## src/rtl/alld_pkg.sv

```systemverilog
// Shared types and constants for the affinity least-load dispatcher.
// Depends on nothing; the controller, the datapath and the top level import it.
`default_nettype none

package alld_pkg;

    // Field and register widths.
    localparam int LOAD_W      = 10;
    localparam int PRIO_W      = 4;
    localparam int HOME_W      = 2;
    localparam int CPU_FIELD_W = 2;
    localparam int MASK_W      = 8;
    localparam int DATA_W      = 32;
    localparam int ADDR_W      = 4;
    localparam int HOME_REG_W  = 16;

    // Threads that have a field in the priority and home registers.
    localparam int REG_THREADS = DATA_W / PRIO_W;

    localparam logic [LOAD_W-1:0] LOAD_MAX      = 10'd1023;
    localparam logic [LOAD_W-1:0] THRESH_RESET  = 10'd100;

    // Defaults for the top-level parameters.
    localparam int CPU_COUNT_DEF    = 4;
    localparam int THREAD_COUNT_DEF = 8;

    typedef enum logic [0:0] {
        CMD_SCHEDULE = 1'b0,
        CMD_FINISH   = 1'b1
    } pass_cmd_t;

    typedef enum logic [1:0] {
        REG_THRESHOLD  = 2'd0,
        REG_PRIORITIES = 2'd1,
        REG_HOME       = 2'd2
    } reg_idx_t;

    // Commands from the controller to the datapath.
    typedef struct packed {
        logic capture;
        logic scan_step;
        logic thread_step;
        logic finish_op;
        logic writeback;
        logic load_out;
    } dp_cmd_t;

    // Status from the datapath to the controller.
    typedef struct packed {
        logic in_schedule;
        logic in_finish;
        logic scan_last;
        logic thread_last;
    } dp_status_t;

endpackage

`default_nettype wire

```

## src/rtl/affinity_least_load_dispatch.sv

```systemverilog
// Top level of the affinity least-load dispatcher: configuration registers,
// APB-style port, controller and datapath. Depends on alld_pkg, alld_ctrl, alld_dp.
//
// Usage. One input transfer (command, cpu_index) runs one pass for a CPU and
// yields exactly one result transfer (thread_mask, cpu_load). A schedule pass
// first scans all CPU loads, one CPU per cycle, then walks the threads in
// index order, one thread per cycle, because each placement changes the load
// that the next thread sees. A finish pass needs a single work state.
// A pass for a CPU outside CPU_COUNT does no work. Each pass ends in a done
// state that waits while the output register still holds an untaken result;
// the result is then loaded into the output register, and out_valid rises,
// at the same edge at which in_ready is high again.
// The result sits in an output register, so a new input transfer is taken
// while the previous result still waits; only a second finished result is
// held back, with in_ready low, until the receiver takes the first one.
// Reset (rst_n low, asynchronous) clears all loads and running flags, loads
// every thread's last CPU from the home register (zero) and sets the threshold
// to 100. Registers should be written only while no pass is in flight; a write
// to the home register reloads every thread's last CPU.
`default_nettype none

module affinity_least_load_dispatch
    import alld_pkg::*;
#(
    parameter int CPU_COUNT    = CPU_COUNT_DEF,
    parameter int THREAD_COUNT = THREAD_COUNT_DEF
)
(
    input  wire logic                   clk,
    input  wire logic                   rst_n,

    // Pass requests.
    input  wire logic                   in_valid,
    output logic                        in_ready,
    input  wire logic                   command,
    input  wire logic [CPU_FIELD_W-1:0] cpu_index,

    // Pass results.
    output logic                        out_valid,
    input  wire logic                   out_ready,
    output logic [MASK_W-1:0]           thread_mask,
    output logic [LOAD_W-1:0]           cpu_load,

    // Configuration port.
    input  wire logic                   psel,
    input  wire logic                   penable,
    input  wire logic                   pwrite,
    input  wire logic [ADDR_W-1:0]      paddr,
    input  wire logic [DATA_W-1:0]      pwdata,
    output logic [DATA_W-1:0]           prdata,
    output logic                        pready
);

    logic [LOAD_W-1:0]     threshold_reg;
    logic [DATA_W-1:0]     priorities_reg;
    logic [HOME_REG_W-1:0] home_reg;
    logic                  cfg_write;
    logic                  home_write;
    reg_idx_t              reg_idx;
    dp_cmd_t               dp_cmd;
    dp_status_t            dp_status;

    // The port never inserts wait states; a write lands on the access cycle.
    assign pready     = 1'b1;
    assign cfg_write  = psel && penable && pwrite && pready;
    assign reg_idx    = reg_idx_t'(paddr[ADDR_W-1:2]);
    assign home_write = cfg_write && (reg_idx == REG_HOME);

    always_ff @(posedge clk or negedge rst_n)
    begin
        if (!rst_n)
        begin
            threshold_reg  <= THRESH_RESET;
            priorities_reg <= '0;
            home_reg       <= '0;
        end
        else if (cfg_write)
        begin
            case (reg_idx)
                REG_THRESHOLD:  threshold_reg  <= pwdata[LOAD_W-1:0];
                REG_PRIORITIES: priorities_reg <= pwdata;
                REG_HOME:       home_reg       <= pwdata[HOME_REG_W-1:0];
                default:        ;
            endcase
        end
    end

    // Reads return the stored value; addresses past the last register read zero.
    always_comb
    begin
        case (reg_idx)
            REG_THRESHOLD:  prdata = {{(DATA_W - LOAD_W){1'b0}}, threshold_reg};
            REG_PRIORITIES: prdata = priorities_reg;
            REG_HOME:       prdata = {{(DATA_W - HOME_REG_W){1'b0}}, home_reg};
            default:        prdata = '0;
        endcase
    end

    alld_ctrl u_ctrl (
        .clk       (clk),
        .rst_n     (rst_n),
        .in_valid  (in_valid),
        .in_ready  (in_ready),
        .out_valid (out_valid),
        .out_ready (out_ready),
        .status    (dp_status),
        .cmd       (dp_cmd)
    );

    // The home value reaches the datapath straight from pwdata so that the
    // last-CPU store reloads on the same edge as the register itself.
    alld_dp #(
        .CPU_COUNT    (CPU_COUNT),
        .THREAD_COUNT (THREAD_COUNT)
    ) u_dp (
        .clk         (clk),
        .rst_n       (rst_n),
        .command     (command),
        .cpu_index   (cpu_index),
        .threshold   (threshold_reg),
        .priorities  (priorities_reg),
        .homes       (pwdata[HOME_REG_W-1:0]),
        .home_write  (home_write),
        .cmd         (dp_cmd),
        .status      (dp_status),
        .thread_mask (thread_mask),
        .cpu_load    (cpu_load)
    );

endmodule

`default_nettype wire

```

## src/rtl/alld_ctrl.sv

```systemverilog
// Sequencing state machine for the dispatcher.
// Depends on alld_pkg; drives the datapath through dp_cmd_t and reads dp_status_t.
`default_nettype none

module alld_ctrl
    import alld_pkg::*;
(
    input  wire logic       clk,
    input  wire logic       rst_n,
    input  wire logic       in_valid,
    output logic            in_ready,
    output logic            out_valid,
    input  wire logic       out_ready,
    input  wire dp_status_t status,
    output dp_cmd_t         cmd
);

    typedef enum logic [2:0] {
        ST_IDLE,
        ST_SCAN,
        ST_THREAD,
        ST_WB,
        ST_FIN,
        ST_DONE
    } state_t;

    state_t state_reg;
    state_t state_next;
    logic   out_valid_reg;
    logic   out_valid_next;
    logic   accept;

    assign in_ready  = (state_reg == ST_IDLE);
    assign out_valid = out_valid_reg;
    assign accept    = in_valid && in_ready;

    always_comb
    begin
        cmd        = '0;
        state_next = state_reg;
        case (state_reg)
            ST_IDLE:
            begin
                if (accept)
                begin
                    cmd.capture = 1'b1;
                    if (status.in_schedule)
                        state_next = ST_SCAN;
                    else if (status.in_finish)
                        state_next = ST_FIN;
                    else
                        state_next = ST_DONE;
                end
            end
            ST_SCAN:
            begin
                cmd.scan_step = 1'b1;
                if (status.scan_last)
                    state_next = ST_THREAD;
            end
            ST_THREAD:
            begin
                cmd.thread_step = 1'b1;
                if (status.thread_last)
                    state_next = ST_WB;
            end
            ST_WB:
            begin
                cmd.writeback = 1'b1;
                state_next    = ST_DONE;
            end
            ST_FIN:
            begin
                cmd.finish_op = 1'b1;
                state_next    = ST_DONE;
            end
            ST_DONE:
            begin
                if (!out_valid_reg || out_ready)
                begin
                    cmd.load_out = 1'b1;
                    state_next   = ST_IDLE;
                end
            end
            default:
            begin
                state_next = ST_IDLE;
            end
        endcase
    end

    always_comb
    begin
        if (cmd.load_out)
            out_valid_next = 1'b1;
        else if (out_ready)
            out_valid_next = 1'b0;
        else
            out_valid_next = out_valid_reg;
    end

    always_ff @(posedge clk or negedge rst_n)
    begin
        if (!rst_n)
        begin
            state_reg     <= ST_IDLE;
            out_valid_reg <= 1'b0;
        end
        else
        begin
            state_reg     <= state_next;
            out_valid_reg <= out_valid_next;
        end
    end

    // A new result appears only when a pass has reached its last state.
    a_rise_from_done: assert property (@(posedge clk) disable iff (!rst_n)
        $rose(out_valid_reg) |-> $past(state_reg == ST_DONE))
        else $error("result raised outside the done state");

    // The thread walk always closes with a load write-back.
    a_thread_to_wb: assert property (@(posedge clk) disable iff (!rst_n)
        (state_reg == ST_THREAD && status.thread_last) |=> (state_reg == ST_WB))
        else $error("thread walk did not end in write-back");

    // Without a transfer the controller stays idle.
    a_idle_holds: assert property (@(posedge clk) disable iff (!rst_n)
        (state_reg == ST_IDLE && !in_valid) |=> (state_reg == ST_IDLE))
        else $error("left idle without an input transfer");

endmodule

`default_nettype wire

```

## src/rtl/alld_dp.sv

```systemverilog
// Datapath of the dispatcher: CPU loads, running flags, last-CPU store,
// the per-pass scan and thread walk, and the result register. Depends on alld_pkg.
`default_nettype none

module alld_dp
    import alld_pkg::*;
#(
    parameter int CPU_COUNT    = CPU_COUNT_DEF,
    parameter int THREAD_COUNT = THREAD_COUNT_DEF
)
(
    input  wire logic                   clk,
    input  wire logic                   rst_n,
    input  wire logic                   command,
    input  wire logic [CPU_FIELD_W-1:0] cpu_index,
    input  wire logic [LOAD_W-1:0]      threshold,
    input  wire logic [DATA_W-1:0]      priorities,
    input  wire logic [HOME_REG_W-1:0]  homes,
    input  wire logic                   home_write,
    input  wire dp_cmd_t                cmd,
    output dp_status_t                  status,
    output logic [MASK_W-1:0]           thread_mask,
    output logic [LOAD_W-1:0]           cpu_load
);

    localparam int CW = (CPU_COUNT > 1) ? $clog2(CPU_COUNT) : 1;
    localparam int TW = (THREAD_COUNT > 1) ? $clog2(THREAD_COUNT) : 1;

    // Architectural state.
    logic [LOAD_W-1:0]      loads_reg [CPU_COUNT];
    logic [THREAD_COUNT-1:0] running_reg;
    logic [HOME_W-1:0]      last_reg [THREAD_COUNT];

    // Per-pass working registers.
    logic [CPU_FIELD_W-1:0] cpu_reg;
    logic [CW-1:0]          scan_idx_reg;
    logic [TW-1:0]          thr_idx_reg;
    logic [CPU_COUNT-1:0]   below_reg;
    logic                   omin_valid_reg;
    logic [LOAD_W-1:0]      acc_reg;
    logic [LOAD_W-1:0]      omin_reg;
    logic [CW-1:0]          omin_idx_reg;
    logic [MASK_W-1:0]      mask_reg;
    logic [MASK_W-1:0]      thread_mask_reg;
    logic [LOAD_W-1:0]      cpu_load_reg;

    logic [31:0]             cpu_in_wide;
    logic [31:0]             cpu_reg_wide;
    logic [LOAD_W-1:0]       scan_load;
    logic                    scan_is_cpu;
    logic [LOAD_W-1:0]       dec_load;
    logic [PRIO_W-1:0]       prio_vec [THREAD_COUNT];
    logic [HOME_W-1:0]       home_vec [THREAD_COUNT];
    logic [THREAD_COUNT-1:0] release_vec;
    logic [MASK_W-1:0]       release_mask;
    logic [MASK_W-1:0]       hit_mask;
    logic [HOME_W-1:0]       last_t;
    logic [31:0]             last_wide;
    logic                    last_in_range;
    logic                    last_is_cpu;
    logic                    keep;
    logic                    least_is_cpu;
    logic                    hit;
    logic [LOAD_W:0]         sum;
    logic [LOAD_W-1:0]       sat_sum;

    assign cpu_in_wide  = 32'(cpu_index);
    assign cpu_reg_wide = 32'(cpu_reg);

    assign status.in_schedule = (cpu_in_wide < CPU_COUNT) && (command == CMD_SCHEDULE);
    assign status.in_finish   = (cpu_in_wide < CPU_COUNT) && (command == CMD_FINISH);
    assign status.scan_last   = (32'(scan_idx_reg) == CPU_COUNT - 1);
    assign status.thread_last = (32'(thr_idx_reg) == THREAD_COUNT - 1);

    // Register fields per thread; threads past the register fields read zero.
    for (genvar t = 0; t < THREAD_COUNT; t++)
    begin : g_thread
        if (t < REG_THREADS)
        begin : g_field
            assign prio_vec[t] = priorities[PRIO_W*t +: PRIO_W];
            assign home_vec[t] = homes[HOME_W*t +: HOME_W];
        end
        else
        begin : g_zero
            assign prio_vec[t] = '0;
            assign home_vec[t] = '0;
        end
        assign release_vec[t] = running_reg[t] && (last_reg[t] == cpu_reg);
    end

    for (genvar i = 0; i < MASK_W; i++)
    begin : g_mask
        if (i < THREAD_COUNT)
        begin : g_live
            assign release_mask[i] = release_vec[i];
            assign hit_mask[i]     = hit && (32'(thr_idx_reg) == i);
        end
        else
        begin : g_dead
            assign release_mask[i] = 1'b0;
            assign hit_mask[i]     = 1'b0;
        end
    end

    // One load is read per cycle, at the scan index. For a finish pass the
    // scan index is parked on the acting CPU.
    assign scan_load   = loads_reg[scan_idx_reg];
    assign scan_is_cpu = (32'(scan_idx_reg) == cpu_reg_wide);
    assign dec_load    = (scan_load == '0) ? '0 : scan_load - 1'b1;

    // Placement of the current thread. Loads of the other CPUs do not move
    // during a schedule pass, so their minimum and their below-threshold
    // flags come from the scan; the acting CPU's load lives in acc_reg.
    assign last_t        = last_reg[thr_idx_reg];
    assign last_wide     = 32'(last_t);
    assign last_in_range = (last_wide < CPU_COUNT);
    assign last_is_cpu   = (last_t == cpu_reg);
    assign keep          = last_in_range &&
                           (last_is_cpu ? (acc_reg < threshold) : below_reg[last_wide[CW-1:0]]);
    assign least_is_cpu  = !omin_valid_reg || (acc_reg < omin_reg) ||
                           ((acc_reg == omin_reg) && (cpu_reg_wide < 32'(omin_idx_reg)));
    assign hit           = cmd.thread_step && !running_reg[thr_idx_reg] &&
                           (keep ? last_is_cpu : least_is_cpu);

    assign sum     = {1'b0, acc_reg} + {{(LOAD_W + 1 - PRIO_W){1'b0}}, prio_vec[thr_idx_reg]};
    assign sat_sum = sum[LOAD_W] ? LOAD_MAX : sum[LOAD_W-1:0];

    // State that reset defines.
    always_ff @(posedge clk or negedge rst_n)
    begin
        if (!rst_n)
        begin
            for (int c = 0; c < CPU_COUNT; c++)
                loads_reg[c] <= '0;
            for (int t = 0; t < THREAD_COUNT; t++)
                last_reg[t] <= '0;
            running_reg    <= '0;
            cpu_reg        <= '0;
            scan_idx_reg   <= '0;
            thr_idx_reg    <= '0;
            below_reg      <= '0;
            omin_valid_reg <= 1'b0;
        end
        else
        begin
            if (home_write)
            begin
                for (int t = 0; t < THREAD_COUNT; t++)
                    last_reg[t] <= home_vec[t];
            end

            if (cmd.capture)
            begin
                cpu_reg        <= cpu_index;
                scan_idx_reg   <= (command == CMD_FINISH) ? cpu_in_wide[CW-1:0] : '0;
                thr_idx_reg    <= '0;
                omin_valid_reg <= 1'b0;
            end

            if (cmd.scan_step)
            begin
                below_reg[scan_idx_reg] <= (scan_load < threshold);
                if (!scan_is_cpu && (!omin_valid_reg || scan_load < omin_reg))
                    omin_valid_reg <= 1'b1;
                scan_idx_reg <= status.scan_last ? '0 : scan_idx_reg + 1'b1;
            end

            if (cmd.thread_step)
            begin
                if (hit)
                begin
                    running_reg[thr_idx_reg] <= 1'b1;
                    last_reg[thr_idx_reg]    <= cpu_reg;
                end
                thr_idx_reg <= status.thread_last ? '0 : thr_idx_reg + 1'b1;
            end

            if (cmd.finish_op)
            begin
                loads_reg[scan_idx_reg] <= dec_load;
                running_reg             <= running_reg & ~release_vec;
            end

            if (cmd.writeback)
                loads_reg[cpu_reg_wide[CW-1:0]] <= acc_reg;
        end
    end

    // Working values that need no reset.
    always_ff @(posedge clk)
    begin
        if (cmd.capture)
        begin
            acc_reg  <= '0;
            mask_reg <= '0;
        end

        if (cmd.scan_step)
        begin
            if (scan_is_cpu)
                acc_reg <= scan_load;
            else if (!omin_valid_reg || scan_load < omin_reg)
            begin
                omin_reg     <= scan_load;
                omin_idx_reg <= scan_idx_reg;
            end
        end

        if (hit)
        begin
            acc_reg  <= sat_sum;
            mask_reg <= mask_reg | hit_mask;
        end

        if (cmd.finish_op)
        begin
            acc_reg  <= dec_load;
            mask_reg <= release_mask;
        end

        if (cmd.load_out)
        begin
            thread_mask_reg <= mask_reg;
            cpu_load_reg    <= acc_reg;
        end
    end

    assign thread_mask = thread_mask_reg;
    assign cpu_load    = cpu_load_reg;

    // After a finish pass no running thread is left on the acting CPU.
    a_finish_releases: assert property (@(posedge clk) disable iff (!rst_n)
        $past(cmd.finish_op) |-> (release_vec == '0))
        else $error("running thread left on the finished CPU");

    // The acting load never drops while threads are being placed.
    a_acc_grows: assert property (@(posedge clk) disable iff (!rst_n)
        cmd.thread_step |=> (acc_reg >= $past(acc_reg)))
        else $error("acting load dropped during the thread walk");

endmodule

`default_nettype wire
```

## config.mk

```make
export PLATFORM = sky130hd
export DESIGN_NAME = affinity_least_load_dispatch
export DESIGN_NICKNAME = d
export VERILOG_FILES = /design/src/rtl/alld_pkg.sv /design/src/rtl/affinity_least_load_dispatch.sv /design/src/rtl/alld_ctrl.sv /design/src/rtl/alld_dp.sv
export SDC_FILE = /design/constraint.sdc
export NUM_CORES = 1
export LEC_CHECK = 0
export BUFFER_PORTS_ARGS = -buffer_cell sky130_fd_sc_hd__buf_2
export CORE_MARGIN = 1.5
export CORE_UTILIZATION = 55
export CTS_CLUSTER_SIZE = 20
export DETAILED_ROUTE_END_ITERATION = 16
export PLACE_DENSITY = 0.73
export RECOVER_POWER = 100
export SYNTH_ARGS = -nofsm -noshare
export SYNTH_HDL_FRONTEND = slang
export SYNTH_SLANG_ARGS = --single-unit
```

## constraint.sdc

```tcl
create_clock -name clk -period 8.07 [get_ports clk]
set_clock_uncertainty 0.2 [all_clocks]
set_input_delay 1.2105 -clock clk [delete_from_list [all_inputs] [get_ports clk]]
set_output_delay 1.2105 -clock clk [all_outputs]
set_load 0.05 [all_outputs]
```

After elaboration in Yosys (flattened, before gate mapping)
Cells that the tools add are included.
{"block": "word_totals", "register_bits": 186, "input_bits": 46}
{"block": "op_classes", "add_sub_neg": 4, "order_cmp": 18, "eq_ne": 30, "muxes": 75, "bitwise": 9, "n_reduce_logical": 57}
{"op": "10-bit 2-to-1 mux", "count": 11}
{"op": "32-bit one-hot mux with 3 select lines", "count": 1}
{"op": "40-bit bitwise mux", "count": 2}
{"op": "40-bit 2-to-1 mux", "count": 2}
{"op": "16-bit 2-to-1 mux", "count": 3}
{"op": "8-bit 2-to-1 mux", "count": 6}
{"op": "10-bit demux with 2-bit select", "count": 2}
{"op": "10-bit less-than comparator", "count": 4}
{"op": "1-bit logical AND", "count": 32}
{"op": "3-bit 2-to-1 mux", "count": 8}
{"op": "10-bit binary-select mux with 2-bit select", "count": 1}
{"op": "2-bit equality test", "count": 10}
{"op": "1-bit 2-to-1 mux", "count": 20}
{"op": "3-bit equality test, second input constant", "count": 6}
{"op": "16-bit bitwise mux", "count": 1}
{"op": "8-bit OR", "count": 2}
{"op": "3-bit one-hot mux with 5 select lines", "count": 1}
{"op": "2-bit 2-to-1 mux", "count": 7}
{"op": "4-bit binary-select mux with 3-bit select", "count": 1}
{"op": "3-bit by 2-bit equality test with 1-bit output, second input constant", "count": 4}
{"op": "2-bit by 3-bit less-than comparator with 1-bit output, second input constant", "count": 4}
{"op": "10-bit by 4-bit adder with 11-bit output", "count": 1}
{"op": "10-bit equality test", "count": 1}
{"op": "10-bit logical NOT", "count": 1}
{"op": "other kinds (39)", "count": 62}

Logic depth before layout (Yosys ltp)
Gate-level depths: netlist of run 1.
{"block": "logic_depth", "depth_word": 14, "mapped_depth": 15, "mapped_depth_nobuf": 13}

Hierarchy
From an unflattened synthesis of run 1, not the netlist that was laid out.
{"block": "hier_totals", "hier_cells": 990, "area_unflattened_um2": 10592.7}
{"module": "alld_dp", "instances": 1, "cells_per_inst": 764, "area_per_inst_um2": 7656.1}
{"module": "affinity_least_load_dispatch", "instances": 1, "cells_per_inst": 188, "area_per_inst_um2": 2618.8}
{"module": "alld_ctrl", "instances": 1, "cells_per_inst": 38, "area_per_inst_um2": 317.8}

Worst setup path after synthesis of run 1
No wires, ideal clock.
{"block": "synth_timing", "path_type": "input to output", "from": "in paddr[2]", "to": "out prdata[0]", "t_arrival_ns": 3.075, "slack_ns": 3.585, "path_stages": 4, "path_buffers": 2, "path_cell_list": "clkbuf_1 clkbuf_1 mux2i_1 o21ai_0"}
{"block": "synth_between", "elab_chain_cells": 2, "elab_cells_between_ends": 4}
{"element": "from (decl)", "line": "affinity_least_load_dispatch.sv:48", "text": "input wire logic [ADDR_W-1:0] paddr,"}
{"element": "2-bit equality test (tied with other cells)", "line": "affinity_least_load_dispatch.sv:91", "text": "case (reg_idx)"}
{"element": "32-bit one-hot mux with 3 select lines *", "line": "affinity_least_load_dispatch.sv:91"}
{"element": "to (decl)", "line": "affinity_least_load_dispatch.sv:50", "text": "output logic [DATA_W-1:0] prdata,"}
Mark *: on every way between the ends. The rest lies on a longest branch, timed or not.

Worst setup path in the final report of run 1
{"block": "layout_timing", "from": "in paddr[2]", "to": "out prdata[13]"}
The elaborated chain is that of the path after synthesis.

==> results of run 1 <==
[how the worst min path moves through the flow]
| stage | start | to | slack (ns) | depth (start not counted) |
|---|---|---|---|---|
| finish | u_dp.mask_reg[7] | u_dp.thread_mask[7] | 0.26 | 0 |
| global route | u_dp.mask_reg[7] | u_dp.thread_mask[7] | 0.28 | 0 |
| CTS | u_dp.mask_reg[7] | u_dp.thread_mask[7] | 0.26 | 0 |
| detailed placement | u_dp.mask_reg[4] | u_dp.thread_mask[4] | 0.23 | 0 |
| global placement | u_dp.mask_reg[7] | u_dp.thread_mask[7] | 0.25 | 0 |
| floorplan | u_dp.mask_reg[0] | u_dp.thread_mask[0] | 0.23 | 0 |
[power breakdown]
part	leakage (nW)	internal (W)	switching, W
combinational	2.68	0.000849	0.00139
sequential	2.17	0.00135	0.000341
clock	0.274	0.000448	0.000370
total	5.12	0.00265	0.00210
[cell families after synthesis]
family,count (synthesis),share of synthesized area [%]
AO/OA/AOI/OAI,217,12.8
XOR/XNOR,29,2.42
adder cells (fa/ha/maj),55,6.62
buffers and inverters,107,4.10
flip-flops,186,45.6
multiplexers,110,13.5
other,1,0.0357
AND/OR/NAND/NOR,351,15.0
[through the flow]
| stage | setup slack (ns) | std cells | util, % |
|---|---|---|---|
| after floorplan | 3.58 | 1056 | - |
| after global routing | 2.59 | 1361 | 61.6 |
| after CTS | 3.49 | 1361 | 62.4 |
| after detailed placement | 3.48 | 1329 | 59.3 |
| after global placement | 3.61 | 1329 | 59.3 |
| final | 2.87 | 1361 | 61.6 |
[critical path, delay by kind of cell]
family	cells	cell delay, ns
AOI/OAI and AO/OA	1	0.28
buffers and inverters	2	1.25
and+or+nand+nor	1	1.04
[cell usage in the layout, fill, tap and decap left out, types with 11 or more instances in the layout]
cell type,count
a21oi_1,67
nand2b_1,11
dfrtp_1,135
clkbuf_1,61
ha_1,54
edfxtp_1,38
inv_1,41
nand4_1,11
nand2_1,170
nand3_1,16
xnor2_1,26
mux2_2,45
mux2i_1,40
mux4_2,18
buf_2,41
clkbuf_16,18
o21ai_0,68
nor3_1,15
and2_1,19
nor2_1,77
nor2b_1,11
[synth_stat cells (5+ instances only)]
library cell  count
nand4_1          11
mux2_2           47
o22ai_1           6
dfrtp_1         135
xnor2_1          26
o211ai_1          5
edfxtp_1         38
o21ai_0          68
nand2b_1         11
mux4_2           18
mux2i_1          40
a21boi_0          5
nor3_1           16
and2_1           19
a22o_1           10
nor2_1           76
nand3_1          16
a31oi_1           9
ha_1             54
buf_1             6
a21o_1            7
inv_1            41
dfxtp_1          10
buf_2             6
o21a_1            5
nand2_1         170
clkbuf_1         48
nor2b_1          11
a21oi_1          67
[layer usage]
layer / part of all wire [%] / wire length, microns / global-route usage [%]
met5: 0 / 0 / 0
met4: 1.6 / 422 / 7.57
met3: 6.6 / 1750 / 4.25
met2: 46 / 12100 / 42.4
met1: 46 / 12200 / 40.9
[final cells by class]
cell class / instances / area, sq um / area share (%)
Clock buffer: 21 / 462 / 4.01
Clock inverter: 11 / 108 / 0.934
Inverter: 43 / 161 / 1.40
Multi-Input combinational cell: 763 / 5250 / 45.5
Sequential cell: 186 / 4800 / 41.7
Tap cell: 234 / 293 / 2.54
Timing Repair Buffer: 103 / 453 / 3.93
==> results.ini, run 1 <==
[outcome]
status = finished, violations left
violations = max-capacitance violations, max-slew violations

[cts]
cts.reportedPaths.clkPinSlew_ns = 0.07
cts_buffer_depth = 2
cts_tree = yes
cts_hold_buf = 0
htree_levels = 4
cts_num_sinks = 186
cts_resized = 0
clk_latency_ns = 0.44
post_cts_buffers = 0
root_buffer = clkbuf_16
cts_buffers = 17

[sta]
fin_crit_sh_pct = 64.5
finalWorstPathRequiredPeriod_ns = 5.20
fmax_mhz = 192
worstMarginPinSlew_ns = 3.86
tns_ns = 0
finalSetupViolCount = 0
slew_headroom_pct = -157
fin_hold_ws_ns = 0.256
hold_viol = 0
rsz0062_at_grt = no
drv_slew = 97

[synthesis]
syn_nets = 1157
synth_area_sq_mm = 0.0105
syn_inst = 1056
yosysWarnings = 0
yosysUniqueCellTypes = 66
yosys.area.top_type = dfrtp_1
ys_seq_area_share_pct = 45.6
ys_seq_elements = 186
synth_area_leaders = dfrtp_1 32%, edfxtp_1 11%, ha_1 6.4%
synth-main-ff-cell = dfrtp_1
synth.top_cell.area_share_pct = 32.1
synth_enable_flop_cells = 38
synth_area_per_cell_sq_um = 9.96
ys_async_sr_fraction_pct = 74.2

[detailed_routing]
dr.pass1.iters = 5
num_vias = 8249
wire_per_inst_microns = 19.5
drc = 0
wl_microns = 26500
ant_nets = 0
first_iter_violations = 724
viasPerCell = 6.06

[setup_path]
crit_top_cell = clkbuf_1
r2r-start = u_dp.acc_reg[7]
rrSetupSlack_ns = 2.93
critPathCapture = prdata[13]
worst_setup_path_end_kind = primary output
required_ns = 6.66
critical_path.slowest_cell = nor2b_1
worst_setup_path_start_kind = primary input
critPathArrivalTime_ns = 3.79
reg2reg_to = u_dp.last_reg[1]
cp_max_fo = 22
critPathKind = in2out
crit_path_start = paddr[2]
slowest_delay_ns = 1.04
cp_cell_sequence = clkbuf_1, nor2b_1, a22o_1, clkbuf_1
worstRegToRegCells = 9

[layout]
n_fill_cell = 1576
largest_reg_flops = 40
drive_above_1_share_pct = 12.9
design_area_sq_mm = 0.0115
fin_nets = 1215
diodes = 0
area_delta_synth_final_pct = 9.54

[pwr]
irDropWorstVdd_mv = 0.234
leakagePower_nw = 5.12
p_per_area_mw_per_mm2 = 413
fin_total_pwr_w = 0.00476

[placement]
place.gp.congestion = 0.879
dpl.hpwl_microns = 18400
port_buffers = 95
dpl_cell_area_sq_mm = 0.0111

[run]
max_cap_violations = 2

[global_routing]
grt_pass1_wl_microns = 42300
grt.overflow.total = 0
antenna_found_initial = 0
grtUsageTotal_pct = 27.6
grt_pass1_vias = 7740
grt_max_degree = 72

[floorplan]
start_util_pct = 56.2
die_width_microns = 141
rows = 50
die_area_sq_mm = 0.0200
die_h_microns = 141
ios = 99
coreArea_sq_mm = 0.0187

[hold_path]
holdCritPathClass = reg2reg

No activity file was read; power rests on OpenSTA's default activity.
==> run 2, diff against run 1 <==
--- a/config.mk
+++ b/config.mk
@@ -7,10 +7,10 @@
 export LEC_CHECK = 0
 export BUFFER_PORTS_ARGS = -buffer_cell sky130_fd_sc_hd__buf_2
 export CORE_MARGIN = 1.5
-export CORE_UTILIZATION = 55
+export CORE_UTILIZATION = 54
 export CTS_CLUSTER_SIZE = 20
 export DETAILED_ROUTE_END_ITERATION = 16
-export PLACE_DENSITY = 0.73
+export PLACE_DENSITY = 0.75
 export RECOVER_POWER = 100
 export SYNTH_ARGS = -nofsm -noshare
 export SYNTH_HDL_FRONTEND = slang
==> constraint.sdc (replaced) <==
create_clock -name clk -period 4.4 [get_ports clk]
set_clock_uncertainty 0.2 [all_clocks]
set_input_delay 0.66 -clock clk [delete_from_list [all_inputs] [get_ports clk]]
set_output_delay 0.66 -clock clk [all_outputs]
set_load 0.05 [all_outputs]
==> run 2 against run 1 <==
Critical path type is now reg2reg. First-iteration DRC count is 2.1% lower. The flow still finishes with violations (max-capacitance violations, max-slew violations). Highest routed layer unchanged. Sequential power is 78% higher. Die area is 1.8% higher. Largest cell class unchanged. Utilization is 0.17 points higher.
==> results.ini, run 2 (same netlist as run 1, synthesis figures left out) <==
[cts]
root_buffer = clkbuf_16
cts_num_sinks = 186
htree_levels = 4
cts_buffer_depth = 2
cts_hold_buf = 0
cts_tree = yes
cts.reportedPaths.clkPinSlew_ns = 0.08
post_cts_buffers = 0
cts_buffers = 17
cts_resized = 0
clk_latency_ns = 0.44

[detailed_routing]
viasPerCell = 5.92
dr.pass1.iters = 6
ant_nets = 0
first_iter_violations = 709
wl_microns = 27400
wire_per_inst_microns = 19.5
drc = 0
num_vias = 8326

[layout]
diodes = 0
multi_input_area_sq_mm = 0.00527
largest_reg_flops = 40
layout_common_cells = 170 x nand2_1, 135 x dfrtp_1, 77 x nor2_1
n_fill_cell = 1673
final_common_cell = nand2_1
design_area_sq_mm = 0.0117
seqCellArea_sq_mm = 0.00480
drive_above_1_share_pct = 14.0
fin_nets = 1234
area_delta_synth_final_pct = 10.9
final_cells = 1406

[pwr]
p_seq_share_pct = 34.1
irDropWorstVdd_mv = 0.397
pwr-share-clk_pct = 16.7
p_sw_w = 0.00399
leakagePower_nw = 5.19
p_per_area_mw_per_mm2 = 758
intPower_w = 0.00485
combPwrFrac_pct = 49.2
fin_total_pwr_w = 0.00884
p_sw_share_pct = 45.2

[setup_path]
worst-path-buf-inv = 1
critPathTopFamily = simple AND/OR/NAND/NOR gates
critPathKind = reg2reg
crit_top_cell = mux2i_1
required_ns = 4.52
critical_path.slowest_cell = dfrtp_1
critPathArrivalTime_ns = 4.24
cp_max_fo = 15
worst_setup_path_start_kind = flop
slowest_delay_ns = 0.75
worst_setup_path_end_kind = flop
cp_cell_sequence = buf_4, mux4_2, mux2i_4, mux2i_1, mux2i_1, nor3_1, nor2_1, or3_1, mux2_4

[run]
max_cap_violations = 1

[hold_path]
holdCritPathClass = in2reg

[sta]
hold_viol = 0
worstMarginPinSlew_ns = 2.91
finalSetupViolCount = 0
fmax_mhz = 243
fin_ws_ns = 0.289
finalWorstPathRequiredPeriod_ns = 4.11
slew_headroom_pct = -94.3
rsz0062_at_grt = no
fin_crit_sh_pct = 93.4
drv_slew = 117
tns_ns = 0

[floorplan]
ios = 99
die_area_sq_mm = 0.0203
start_util_pct = 55.7
rows = 50
coreArea_sq_mm = 0.0189
die_h_microns = 143
die_width_microns = 143

[global_routing]
grt_pass1_wl_microns = 43800
grt_max_degree = 117
grt.overflow.total = 0
grtUsageTotal_pct = 28.2
antenna_found_initial = 0
grt_pass1_vias = 8089

[placement]
pre_cts_ws_ns = 0.682
dpl.hpwl_microns = 19200
dpl_cell_area_sq_mm = 0.0113
place.gp.congestion = 0.906
port_buffers = 95
place_inst = 1374

[outcome]
status = finished, violations left
violations = max-capacitance violations, max-slew violations

[run 2: path summary, 6_finish.rpt]
kind / endpoint / from / slack, ns / cells past startpoint
worst max-delay path: u_dp.last_reg[4] / u_dp.thr_idx_reg[1] / 0.29 / 9
worst min-delay path: priorities_reg[25] / pwdata[25] / 0.25 / 2
worst max register to register: u_dp.last_reg[4] / u_dp.thr_idx_reg[1] / 0.29 / 9
worst min register to register: u_dp.thread_mask[5] / u_dp.mask_reg[5] / 0.27 / 0
max in group asynchronous: u_dp.loads_reg[22] / rst_n / 1.16 / 2
min in group asynchronous: home_reg[10] / rst_n / 0.96 / 1
[run 2: cell type report]
class,instances,area share [%]
Clock buffer,17,3.65
Clock inverter,15,1.12
Inverter,43,1.38
Multi-Input combinational cell,763,45.2
Sequential cell,186,41.1
Tap cell,260,2.79
Timing Repair Buffer,122,4.76
[run 2: power groups by stage]
| stage | sequential [W] | combinational (W) | clock [W] |
|---|---|---|---|
| after floorplan | 0.00295 | 0.00314 | 0 |
| after global placement | 0.00299 | 0.00421 | 0 |
| after detailed placement | 0.00302 | 0.00433 | 0 |
| after CTS | 0.00299 | 0.00439 | 0.00149 |
| after global routing | 0.00308 | 0.00478 | 0.00155 |
| final | 0.00301 | 0.00435 | 0.00148 |
[run 2: routing by layer]
layer / vias up / track usage, % / share of wire (%)
li1: 3900 / - / -
met2: 312 / 43.0 / 46
met4: 0 / 10.3 / 2.4
met1: 4064 / 40.6 / 45
met5: - / 0 / 0
met3: 50 / 4.85 / 6.9
[run 2: worst register-to-register path: stages (launching register included)]
cell and delay [ns]:
dfrtp_1 0.75, buf_4 0.36, mux4_2 0.38, mux2i_4 0.23, mux2i_1 0.24, mux2i_1 0.10
nor3_1 0.56, nor2_1 0.39, or3_1 0.48, mux2_4 0.32
[run 2: per-stage QoR]
stage	hold slack, ns	utilization [%]
after CTS	0.244	62.6
after floorplan	0.164	-
final	0.247	61.8
after global routing	0.247	61.8
after global placement	0.252	59.7
after detailed placement	0.242	59.7
==> run 3, diff against run 2 <==
--- a/config.mk
+++ b/config.mk
@@ -5,12 +5,13 @@
 export SDC_FILE = /design/constraint.sdc
 export NUM_CORES = 1
 export LEC_CHECK = 0
+export ABC_AREA = 1
 export BUFFER_PORTS_ARGS = -buffer_cell sky130_fd_sc_hd__buf_2
 export CORE_MARGIN = 1.5
-export CORE_UTILIZATION = 54
+export CORE_UTILIZATION = 55
 export CTS_CLUSTER_SIZE = 20
 export DETAILED_ROUTE_END_ITERATION = 16
-export PLACE_DENSITY = 0.75
+export PLACE_DENSITY = 0.76
 export RECOVER_POWER = 100
 export SYNTH_ARGS = -nofsm -noshare
 export SYNTH_HDL_FRONTEND = slang
==> run 3 against run 2 <==
The run still ends with max-capacitance violations, max-slew violations left. Via count is 26% higher. Non-clock buffer count is 1 lower. Sequential share of layout area is 1.9 points lower. Utilization grew 0.91 points. Combinational power up 7.4%. Worst setup slack gained 0.014 ns. Critical endpoint is now u_dp.loads_reg[6]. Largest cell class unchanged.
==> results.ini, run 3 <==
[setup_path]
critPathArrivalTime_ns = 4.22
r2r-start = u_dp.scan_idx_reg[1]
worst_setup_path_end_kind = flop
cp_max_fo = 22
rrSetupSlack_ns = 0.30
worst_setup_path_start_kind = flop
critPathKind = reg2reg
reg2reg_to = u_dp.loads_reg[6]
required_ns = 4.53
worstRegToRegCells = 10

[hold_path]
hold_depth = 3
holdCritPathClass = in2reg
min_to = priorities_reg[29]
hp-start = pwdata[29]

[floorplan]
ios = 99
coreArea_sq_mm = 0.0195
die_width_microns = 144
die_area_sq_mm = 0.0208
start_util_pct = 56.3
die_h_microns = 144
rows = 51

[layout]
largest_reg_flops = 40
fin_nets = 1619
final_common_cell = nand2_1
area_delta_synth_final_pct = 11.3
diodes = 0
layout_common_cells = 374 x nand2_1, 170 x inv_1, 149 x o21ai_0
drive_above_1_share_pct = 7.32
final_cells = 1796
final_util_pct = 62.7

[detailed_routing]
first_iter_violations = 1208
viasPerCell = 5.82
drc = 0
ant_nets = 0
wl_microns = 31800
num_vias = 10500
wire_per_inst_microns = 17.7
dr.pass1.iters = 5

[run]
max_cap_violations = 4

[synthesis]
synth_area_leaders = dfrtp_1 31%, nand2_1 13%, edfxtp_1 10%
synth_common_cells = 372 x nand2_1, 169 x inv_1, 145 x o21ai_0, 135 x dfrtp_1, 130 x nor2_1
yosysUniqueCellTypes = 50
ys_async_sr_fraction_pct = 74.2
synth-main-ff-cell = dfrtp_1
ys_seq_area_share_pct = 43.6
yosysWarnings = 0
syn_nets = 1539
synth_area_sq_mm = 0.0110
yosys.area.top_type = dfrtp_1
synth_area_per_cell_sq_um = 7.64
yosysMostFrequentCell = nand2_1
synth.top_cell.area_share_pct = 30.7
syn_inst = 1438
synth_enable_flop_cells = 38
ys_seq_elements = 186

[placement]
pre_cts_ws_ns = 0.529
place_inst = 1764
dpl.hpwl_microns = 22400
place.gp.congestion = 0.921
port_buffers = 95

[cts]
cts_resized = 0
root_buffer = clkbuf_16
htree_levels = 4
clk_latency_ns = 0.44
cts_hold_buf = 0
cts_buffers = 17
cts_tree = yes
cts.reportedPaths.clkPinSlew_ns = 0.08
cts_num_sinks = 186
cts_buffer_depth = 2
post_cts_buffers = 0

[sta]
slew_headroom_pct = -68.4
fin_ws_ns = 0.304
finalSetupViolCount = 0
finalWorstPathRequiredPeriod_ns = 4.10
fin_hold_ws_ns = 0.220
drv_slew = 188
fin_crit_sh_pct = 93.1
rsz0062_at_grt = no
hold_viol = 0
tns_ns = 0
worstMarginPinSlew_ns = 2.53
fmax_mhz = 244

[pwr]
leakagePower_nw = 5.91
irDropWorstVdd_mv = 0.382
p_per_area_mw_per_mm2 = 773

[outcome]
violations = max-capacitance violations, max-slew violations
status = finished, violations left

[global_routing]
grtUsageTotal_pct = 31.9
grt_pass1_vias = 9738
grt_pass1_wl_microns = 50800
grt_max_degree = 98
antenna_found_initial = 1
grt.overflow.total = 0

[run 3: cells by family after synthesis]
| group | after synthesis | synth area share (%) |
|---|---|---|
| AOI/OAI and AO/OA | 296 | 15.0 |
| DFF | 186 | 43.6 |
| muxes | 2 | 0.205 |
| xor gates and xnor gates | 19 | 1.58 |
| and+or+nand+nor | 642 | 24.5 |
| buffers and inverters | 237 | 8.76 |
| adders and majority gates | 55 | 6.33 |
| other | 1 | 0.0341 |
[run 3: worst max-delay path by stage]
stage                         start                end  depth (start not counted)
3_3_place_gp    u_dp.thr_idx_reg[2]    u_dp.acc_reg[2]                         15
4_1_cts         u_dp.thr_idx_reg[2]    u_dp.acc_reg[2]                         15
6_report       u_dp.scan_idx_reg[1]  u_dp.loads_reg[6]                         10
3_5_place_dp    u_dp.thr_idx_reg[2]    u_dp.acc_reg[2]                         15
2_1_floorplan   u_dp.thr_idx_reg[0]    u_dp.acc_reg[5]                         16
5_1_grt         u_dp.thr_idx_reg[2]    u_dp.acc_reg[4]                         15
[run 3: layer usage]
metal / track usage [%] / share of wire, % / vias up / wire length [microns]
met5: 0 / 0 / - / 0
met4: 9.94 / 2.1 / 0 / 664
met3: 7.52 / 9.8 / 66 / 3110
met2: 48.0 / 45 / 547 / 14200
met1: 45.7 / 43 / 4926 / 13800
li1: - / - / 4914 / -
[run 3: where the power goes]
part           internal, W  switching [W]  leakage [nW]
clock              0.00105       0.000735         0.338
combinational      0.00144        0.00323          3.46
sequential         0.00247       0.000532          2.11
total              0.00496        0.00450          5.91
[run 3: area by class of cell]
cell class              count  area, sq um
clock buffers              20          489
clock inverters            12          195
fillers                  1783         7290
inverters                 177          669
multi-input cells        1015         5200
flip-flops and latches    186         4800
well taps                 265          332
repair buffers            121          549
[run 3: per-stage QoR]
| step | cell area (sq um) | power [W] |
|---|---|---|
| floorplan | 11000 | 0.00630 |
| global placement | 11700 | 0.00750 |
| detailed placement | 11700 | 0.00765 |
| CTS | 12400 | 0.00947 |
| global route | 12200 | 0.0102 |
| finish | 12200 | 0.00946 |
[run 3: worst max-delay path: stages (launching register included)]
cell	delay (ns)
dfrtp_1	0.34
clkbuf_1	0.90
nand3_1	0.28
nand2_1	0.21
inv_1	0.09
clkbuf_1	0.20
nor3_1	0.34
nand4_1	0.68
buf_4	0.47
a31oi_1	0.20
nor2_1	0.06
